<file path="config.mk">
export PLATFORM = sky130hd
export DESIGN_NAME = tlbc_wordmem
export DESIGN_NICKNAME = d
export VERILOG_FILES = /design/src/hdl/tlbc_wordmem.sv
export SDC_FILE = /design/constraint.sdc
export NUM_CORES = 1
export LEC_CHECK = 0
export ABC_CLOCK_PERIOD_IN_PS = 2000
export BUFFER_PORTS_ARGS = -buffer_cell sky130_fd_sc_hd__buf_2
export CORE_MARGIN = 3
export CORE_UTILIZATION = 55
export CTS_CLUSTER_DIAMETER = 40
export DETAILED_ROUTE_END_ITERATION = 7
export GPL_ROUTABILITY_DRIVEN = 1
export PLACE_DENSITY_LB_ADDON = 0.2
export SLEW_MARGIN = 20
export SYNTH_ARGS = -nofsm -noshare
export SYNTH_HDL_FRONTEND = slang
export SYNTH_SLANG_ARGS = --single-unit
</file>
<file path="constraint.sdc">
create_clock -name i_clk -period 2 [get_ports i_clk]
set_input_delay 0.2 -clock i_clk [delete_from_list [all_inputs] [get_ports i_clk]]
set_output_delay 0.2 -clock i_clk [all_outputs]
set_load 0.05 [all_outputs]
</file>
<file path="src/hdl/tlbc_wordmem.sv">
// Word buffer memory of the lexer: one write port, one registered read port.
// Depends on nothing.
module tlbc_wordmem #(
    parameter int Depth = 10,
    parameter int AW    = 4
) (
    input  logic          i_clk,
    input  logic          i_we,
    input  logic [AW-1:0] i_waddr,
    input  logic [7:0]    i_wdata,
    input  logic [AW-1:0] i_raddr,
    output logic [7:0]    o_rdata
);
    logic [7:0] r_mem [Depth];

    // write and registered read
    always_ff @(posedge i_clk) begin
        if (i_we) begin
            r_mem[i_waddr] <= i_wdata;
        end
        o_rdata <= r_mem[i_raddr];
    end
endmodule

</file>
==> results of run 1 <==
## worst paths after layout
kind / from / slack, ns / to
worst max-delay path: i_waddr[2] / 0.87 / r_mem[0][5]
worst min-delay path: i_wdata[4] / 0.20 / r_mem[3][4]
worst max register to register: r_mem[0][4] / 0.95 / o_rdata[4]
worst min register to register: r_mem[9][7] / 0.58 / o_rdata[7]
## state kept, by name (all words and copies together) (netlist names)
signal,count
r_mem,80
o_rdata,8
## power by group through the flow
stage,Clock (mW),Sequential (mW),Combinational (mW)
after floorplan,0,2.16,0.125
after global placement,0,2.10,0.256
after detailed placement,0,2.10,0.264
after CTS,1.32,2.06,0.264
after global routing,1.40,2.07,0.280
final,1.30,2.06,0.262
## kinds of logic after synthesis
| kind of cell | share of synthesized area |
|---|---|
| muxes | 0.127 |
| AOI/OAI and AO/OA | 0.0544 |
| and+or+nand+nor | 0.0386 |
| DFF | 0.753 |
| buffers and inverters | 0.0272 |
## area by class of cell
type,instances,area [µm²]
Sequential cell,88,2560
Fill cell,419,2110
Multi-Input combinational cell,92,747
Timing Repair Buffer,36,220
Clock buffer,13,179
Tap cell,75,93.8
Clock inverter,3,47.5
## worst max-delay path: cells and delay by family
kind                   cells  cell delay [ns]
AND/OR/NAND/NOR            2             0.69
buffers and inverters      2             0.31
## through the flow
stage               instances   util  hold slack, ns  total power [mW]  worst slack, ns
finish                    307  0.646           0.200              3.63            0.867
global route              307  0.646           0.192              3.75            0.833
CTS                       307  0.646           0.182              3.65            0.850
detailed placement        291  0.608           0.555              2.37            0.517
global placement          291  0.608           0.542              2.36            0.556
floorplan                 189      -           0.299              2.28            0.306
## Yosys cell counts
| cell type | instances | share of area |
|---|---|---|
| a22o_1 | 8 | 0.021 |
| buf_1 | 3 | 0.0033 |
| buf_12 | 2 | 0.012 |
| buf_6 | 2 | 0.0066 |
| clkbuf_2 | 1 | 0.0015 |
| clkbuf_8 | 1 | 0.0040 |
| dfxtp_1 | 8 | 0.047 |
| edfxtp_1 | 80 | 0.71 |
| mux2_2 | 24 | 0.079 |
| mux2i_1 | 16 | 0.047 |
| nand2_1 | 10 | 0.011 |
| nand2b_1 | 3 | 0.0055 |
| nand3b_1 | 2 | 0.0044 |
| nor2_1 | 8 | 0.0088 |
| nor2b_1 | 1 | 0.0018 |
| nor3_1 | 3 | 0.0044 |
| o22ai_1 | 8 | 0.015 |
| o31ai_1 | 7 | 0.015 |
| o31ai_2 | 1 | 0.0037 |
| or3b_2 | 1 | 0.0026 |
## metal layers
| metal | vias up | track usage | part of all wire |
|---|---|---|---|
| met5 | - | 0 | 0 |
| met3 | 10 | 0.0510 | 0.046 |
| met1 | 852 | 0.230 | 0.44 |
| met4 | 0 | 0.0878 | 0.016 |
| li1 | 816 | - | - |
| met2 | 56 | 0.309 | 0.50 |
==> impl_metrics.csv, run 1 <==
group,metric,value,unit
run_status,status,"completed",
floorplan,die_area,0.00716,mm²
synthesis,seq_area_frac_synth,0.753,
hold_path,hold_path.class,"input port to flop",
clock_network,clk_latency,0.35,ns
floorplan,num_rows,28,
critical_path,crit_required,2.06,ns
clock_network,cts_root_buffer,"clkbuf_8",
layout,final_cell_mix,"80 x edfxtp_1, 25 x buf_2, 24 x mux2_2",
sta,grt_setup_unrepaired,"no",
synthesis,syn_inst,189,
power_and_ir_drop,clockPowerShare,0.359,
power_and_ir_drop,power_switching,0.768,mW
sta,setup-violations-final,0,
detailed_routing,post_drt_wl_per_cell,20.5,µm
critical_path,cp_slowest_cell,"or3b_2",
clock_network,numCtsBuffers,9,
synthesis,synthDistinctLibCells,20,
sta,skew,0.00436,ns
floorplan,die_h,84.6,µm
synthesis,syn_nets,207,
critical_path,crit_fanout,8,
power_and_ir_drop,swShare,0.212,
clock_network,hold_buffers,0,
critical_path,path_cells,"buf_2 -> or3b_2 -> nor3_1 -> buf_4",
placement,place_congestion,0.836,
critical_path,worst_setup_path_end_kind,"flop",
clock_network,cts-resized-gates,0,
global_routing,antenna_found_initial,0,
clock_network,htreeDepth,3,
global_routing,grt_pass1_vias,1795,
layout,diodes,0,
synthesis,ys_ff_latch,88,
sta,fmax,883,MHz
power_and_ir_drop,irDropWorstVdd,479,µV
synthesis,syn-mean-instance-area,18.0,µm²
sta,drv_slew,0,
clock_network,cts_buffer_depth,2,
sta,max_slew_margin,0.638,
clock_network,clkTransAtPathRegs,0.08,ns
placement,dp_hpwl,4220,µm
clock_network,clock_sinks,88,
floorplan,core_area,0.00596,mm²
detailed_routing,drt_iter0_markers,72,
clock_network,cts_setup_buffers,0,
detailed_routing,dr.pass1.iters,4,
layout,drive_above_1_share,0.336,
detailed_routing,routed_via_density,5.65,
critical_path,r2r_cells,3,
floorplan,io_pins,26,
sta,fin_tns_setup,0,ns
sta,hold_violations,0,
critical_path,max_stage_delay,0.52,ns
power_and_ir_drop,seq_power_share,0.569,
detailed_routing,num_vias,1734,
global_routing,grt_max_degree,41,
placement,postPlaceCellArea,0.00362,mm²
power_and_ir_drop,p_int,2.86,mW
critical_path,cp.arrival,1.19,ns
hold_path,min_path_cells,1,
sta,min_period,1.13,ns
floorplan,initial_utilization,0.571,
clock_network,cts_tree,"done",
sta,tightest_slew,0.542,ns
global_routing,grt_first_pass_wirelength,9600,µm
critical_path,critPathKind,"input port to flop",
critical_path,setup.worst_path.start_class,"input port",
detailed_routing,wl,6300,µm
synthesis,yosysWarningCount,0,
global_routing,gr-usage-all-layers,0.187,
power_and_ir_drop,leakage,1.37,nW
sta,finalCritPeriodShare,0.566,
detailed_routing,ant_nets,0,
power_and_ir_drop,powerDensity,942,mW/mm²
detailed_routing,drc,0,
power_and_ir_drop,combPwrFrac,0.072,
layout,nets,245,
layout,layout_commonest_cell,"edfxtp_1",
synthesis,syn_area,0.00340,mm²
placement,placement.io_buffers,25,
layout,area_delta_synth_final,13.2,%
layout,final_cell_area,0.00385,mm²
floorplan,fp.dieW,84.6,µm
run,cap_violations,0,
global_routing,grt_remaining_overflow,0,
No activity file was read; power rests on OpenSTA's default activity.
==> inputs of run 2 (changes only) <==
--- a/config.mk
+++ b/config.mk
@@ -5,10 +5,11 @@
 export SDC_FILE = /design/constraint.sdc
 export NUM_CORES = 1
 export LEC_CHECK = 0
-export ABC_CLOCK_PERIOD_IN_PS = 2000
+export ABC_AREA = 1
+export ABC_CLOCK_PERIOD_IN_PS = 950
 export BUFFER_PORTS_ARGS = -buffer_cell sky130_fd_sc_hd__buf_2
 export CORE_MARGIN = 3
-export CORE_UTILIZATION = 55
+export CORE_UTILIZATION = 53
 export CTS_CLUSTER_DIAMETER = 40
 export DETAILED_ROUTE_END_ITERATION = 7
 export GPL_ROUTABILITY_DRIVEN = 1
==> constraint.sdc (replaced) <==
create_clock -name i_clk -period 0.95 [get_ports i_clk]
set_input_delay 0.095 -clock i_clk [delete_from_list [all_inputs] [get_ports i_clk]]
set_output_delay 0.095 -clock i_clk [all_outputs]
set_load 0.05 [all_outputs]
==> impl_metrics.csv, run 2 <==
group,metric,value,unit
detailed_routing,post_drt_wl_per_cell,17.0,µm
synthesis,synth_edf_count,80,
layout,diodes,0,
synthesis,synth-async-reset-ratio,0,
placement,dp_hpwl,5160,µm
layout,final_cells,457,
placement,placement.io_buffers,25,
synthesis,seq_area_frac_synth,0.699,
power_and_ir_drop,irDropWorstVdd,1480,µV
synthesis,synthDistinctLibCells,15,
clock_network,hold_buffers,0,
synthesis,yosysWarningCount,0,
clock_network,cts_tree,"done",
sta,grt_setup_unrepaired,"yes",
sta,drv_slew,0,
critical_path,cp.arrival,1.18,ns
sta,setup-violations-final,0,
critical_path,critPathKind,"flop to flop",
clock_network,clock_sinks,88,
synthesis,ys_ff_latch,88,
synthesis,syn_inst,335,
layout,layout_commonest_cell,"edfxtp_1",
floorplan,num_rows,29,
layout,top_regs,"r_mem (80), o_rdata (8)",
synthesis,synth_ff_type,"edfxtp_1",
sta,min_period,0.945,ns
clock_network,clkTransAtPathRegs,0.08,ns
synthesis,post-synth-top-area-cell,"edfxtp_1",
sta,max_slew_margin,0.778,
synthesis,syn_area,0.00366,mm²
power_and_ir_drop,powerDensity,1790,mW/mm²
detailed_routing,ant_nets,0,
global_routing,grt_first_pass_wirelength,12000,µm
sta,holdWs,0.108,ns
global_routing,antenna_found_initial,0,
placement,placed_cells,442,
floorplan,die_h,89.2,µm
hold_path,hold_path.class,"input port to flop",
synthesis,synth.area.top_cells,"edfxtp_1 66%, nand2_1 8.7%, nand3_1 6.7%",
detailed_routing,wl,7780,µm
layout,top_register,"r_mem",
layout,largest_reg_flops,80,
floorplan,die_area,0.00795,mm²
sta,skew,0.00867,ns
clock_network,cts_root_buffer,"clkbuf_8",
floorplan,initial_utilization,0.561,
floorplan,fp.dieW,89.2,µm
placement,place_congestion,0.875,
synthesis,syn_nets,353,
global_routing,grt_max_degree,37,
synthesis,synth_top_area_share,0.656,
layout,nets,394,
detailed_routing,drt_iter0_markers,231,
layout,area_delta_synth_final,19.4,%
detailed_routing,drc,0,
critical_path,setup.worst_path.start_class,"flop",
synthesis,syn-mean-instance-area,10.9,µm²
layout,drive_above_1_share,0.292,
floorplan,core_area,0.00653,mm²
run_status,status,"completed",
clock_network,numCtsBuffers,9,
floorplan,io_pins,26,
clock_network,cts_buffer_depth,2,
sta,fmax,1060,MHz
global_routing,grt_pass1_vias,2302,
layout,final_cell_mix,"80 x edfxtp_1, 76 x nand2_1, 49 x inv_1",
detailed_routing,num_vias,2346,
critical_path,worst_setup_path_end_kind,"flop",
sta,tightest_slew,0.332,ns
critical_path,r2r_setup_slack,0.005,ns
sta,finalCritPeriodShare,0.995,
run,cap_violations,0,
global_routing,grt_remaining_overflow,0,
power_and_ir_drop,leakage,1.85,nW
sta,hold_violations,0,
synthesis,ys_top_cells_by_count,"85 x nand2_1, 80 x edfxtp_1, 53 x inv_1, 49 x nand3_1, 27 x nor2_1",
detailed_routing,routed_via_density,5.13,
critical_path,crit_fanout,1,
clock_network,cts_setup_buffers,0,
critical_path,crit_required,1.19,ns
clock_network,htreeDepth,3,
detailed_routing,dr.pass1.iters,4,
synthesis,yosysMostFrequentCell,"nand2_1",
clock_network,clk_latency,0.35,ns
layout,fillCellCount,486,
global_routing,gr-usage-all-layers,0.216,
==> run 2: area by class of cell <==
cell class	count	area [µm²]	share of cell area
tap	77	96.3	0.0220
clock buffer	11	131	0.0300
multi-input combinational	178	896	0.205
inverter	55	211	0.0483
timing repair buffer	44	394	0.0901
clock inverter	4	72.6	0.0166
sequential	88	2570	0.588
==> run 2: worst paths after layout <==
| kind | startpoint | endpoint | depth (start not counted) |
|---|---|---|---|
| setup reg to reg | r_mem[5][6] | o_rdata[6] | 6 |
| hold reg to reg | r_mem[9][2] | o_rdata[2] | 2 |
| setup / recovery | r_mem[5][6] | o_rdata[6] | 6 |
| hold / removal | i_wdata[1] | r_mem[6][1] | 1 |
==> run 2: metal layers <==
metal	global-route usage	routed length (µm)	up-vias
li1	-	-	1160
met1	0.274	3260	1102
met2	0.354	3920	73
met3	0.0618	455	11
met4	0.0812	145	0
met5	0	0	-
==> run 2: timing repair <==
item	in CTS	in global routing
gates cloned	0	0
gates resized for setup	28	37
hold endpoints to repair	0	0
setup endpoints to repair	10	16
pin swaps	3	23
==> run 2: worst max-delay path: stages (launching register included) <==
cell      delay [ns]
edfxtp_1        0.38
nand2_1         0.08
nand2_1         0.07
nand2_1         0.07
nand3_2         0.10
nand3_2         0.09
nand2_1         0.04
==> run 2: metrics by stage <==
| stage | setup slack, ns | setup TNS (ns) | utilization | area, µm² | power (mW) |
|---|---|---|---|---|---|
| floorplan | -0.0960 | -6.13 | - | 3670 | 4.86 |
| global placement | -0.141 | -4.71 | 0.606 | 3960 | 5.09 |
| detailed placement | -0.120 | -5.79 | 0.606 | 3960 | 5.09 |
| global route | -0.0780 | -0.541 | 0.670 | 4370 | 8.10 |
| CTS | -0.0107 | -0.0334 | 0.648 | 4240 | 7.81 |
| finish | 0.00457 | 0 | 0.670 | 4370 | 7.82 |
==> run 2: report_power, final <==
part	internal, mW	leakage [nW]	switching, mW
sequential	4.33	0.790	0.0431
clock	1.47	0.0994	1.22
combinational	0.275	0.963	0.490
total	6.07	1.85	1.75
==> run 2: logic make-up after synthesis <==
group | count (synthesis) | share of synthesized area
buffers and inverters | 69 | 0.0925
AOI/OAI and AO/OA | 8 | 0.0109
and+or+nand+nor | 170 | 0.197
DFF | 88 | 0.699
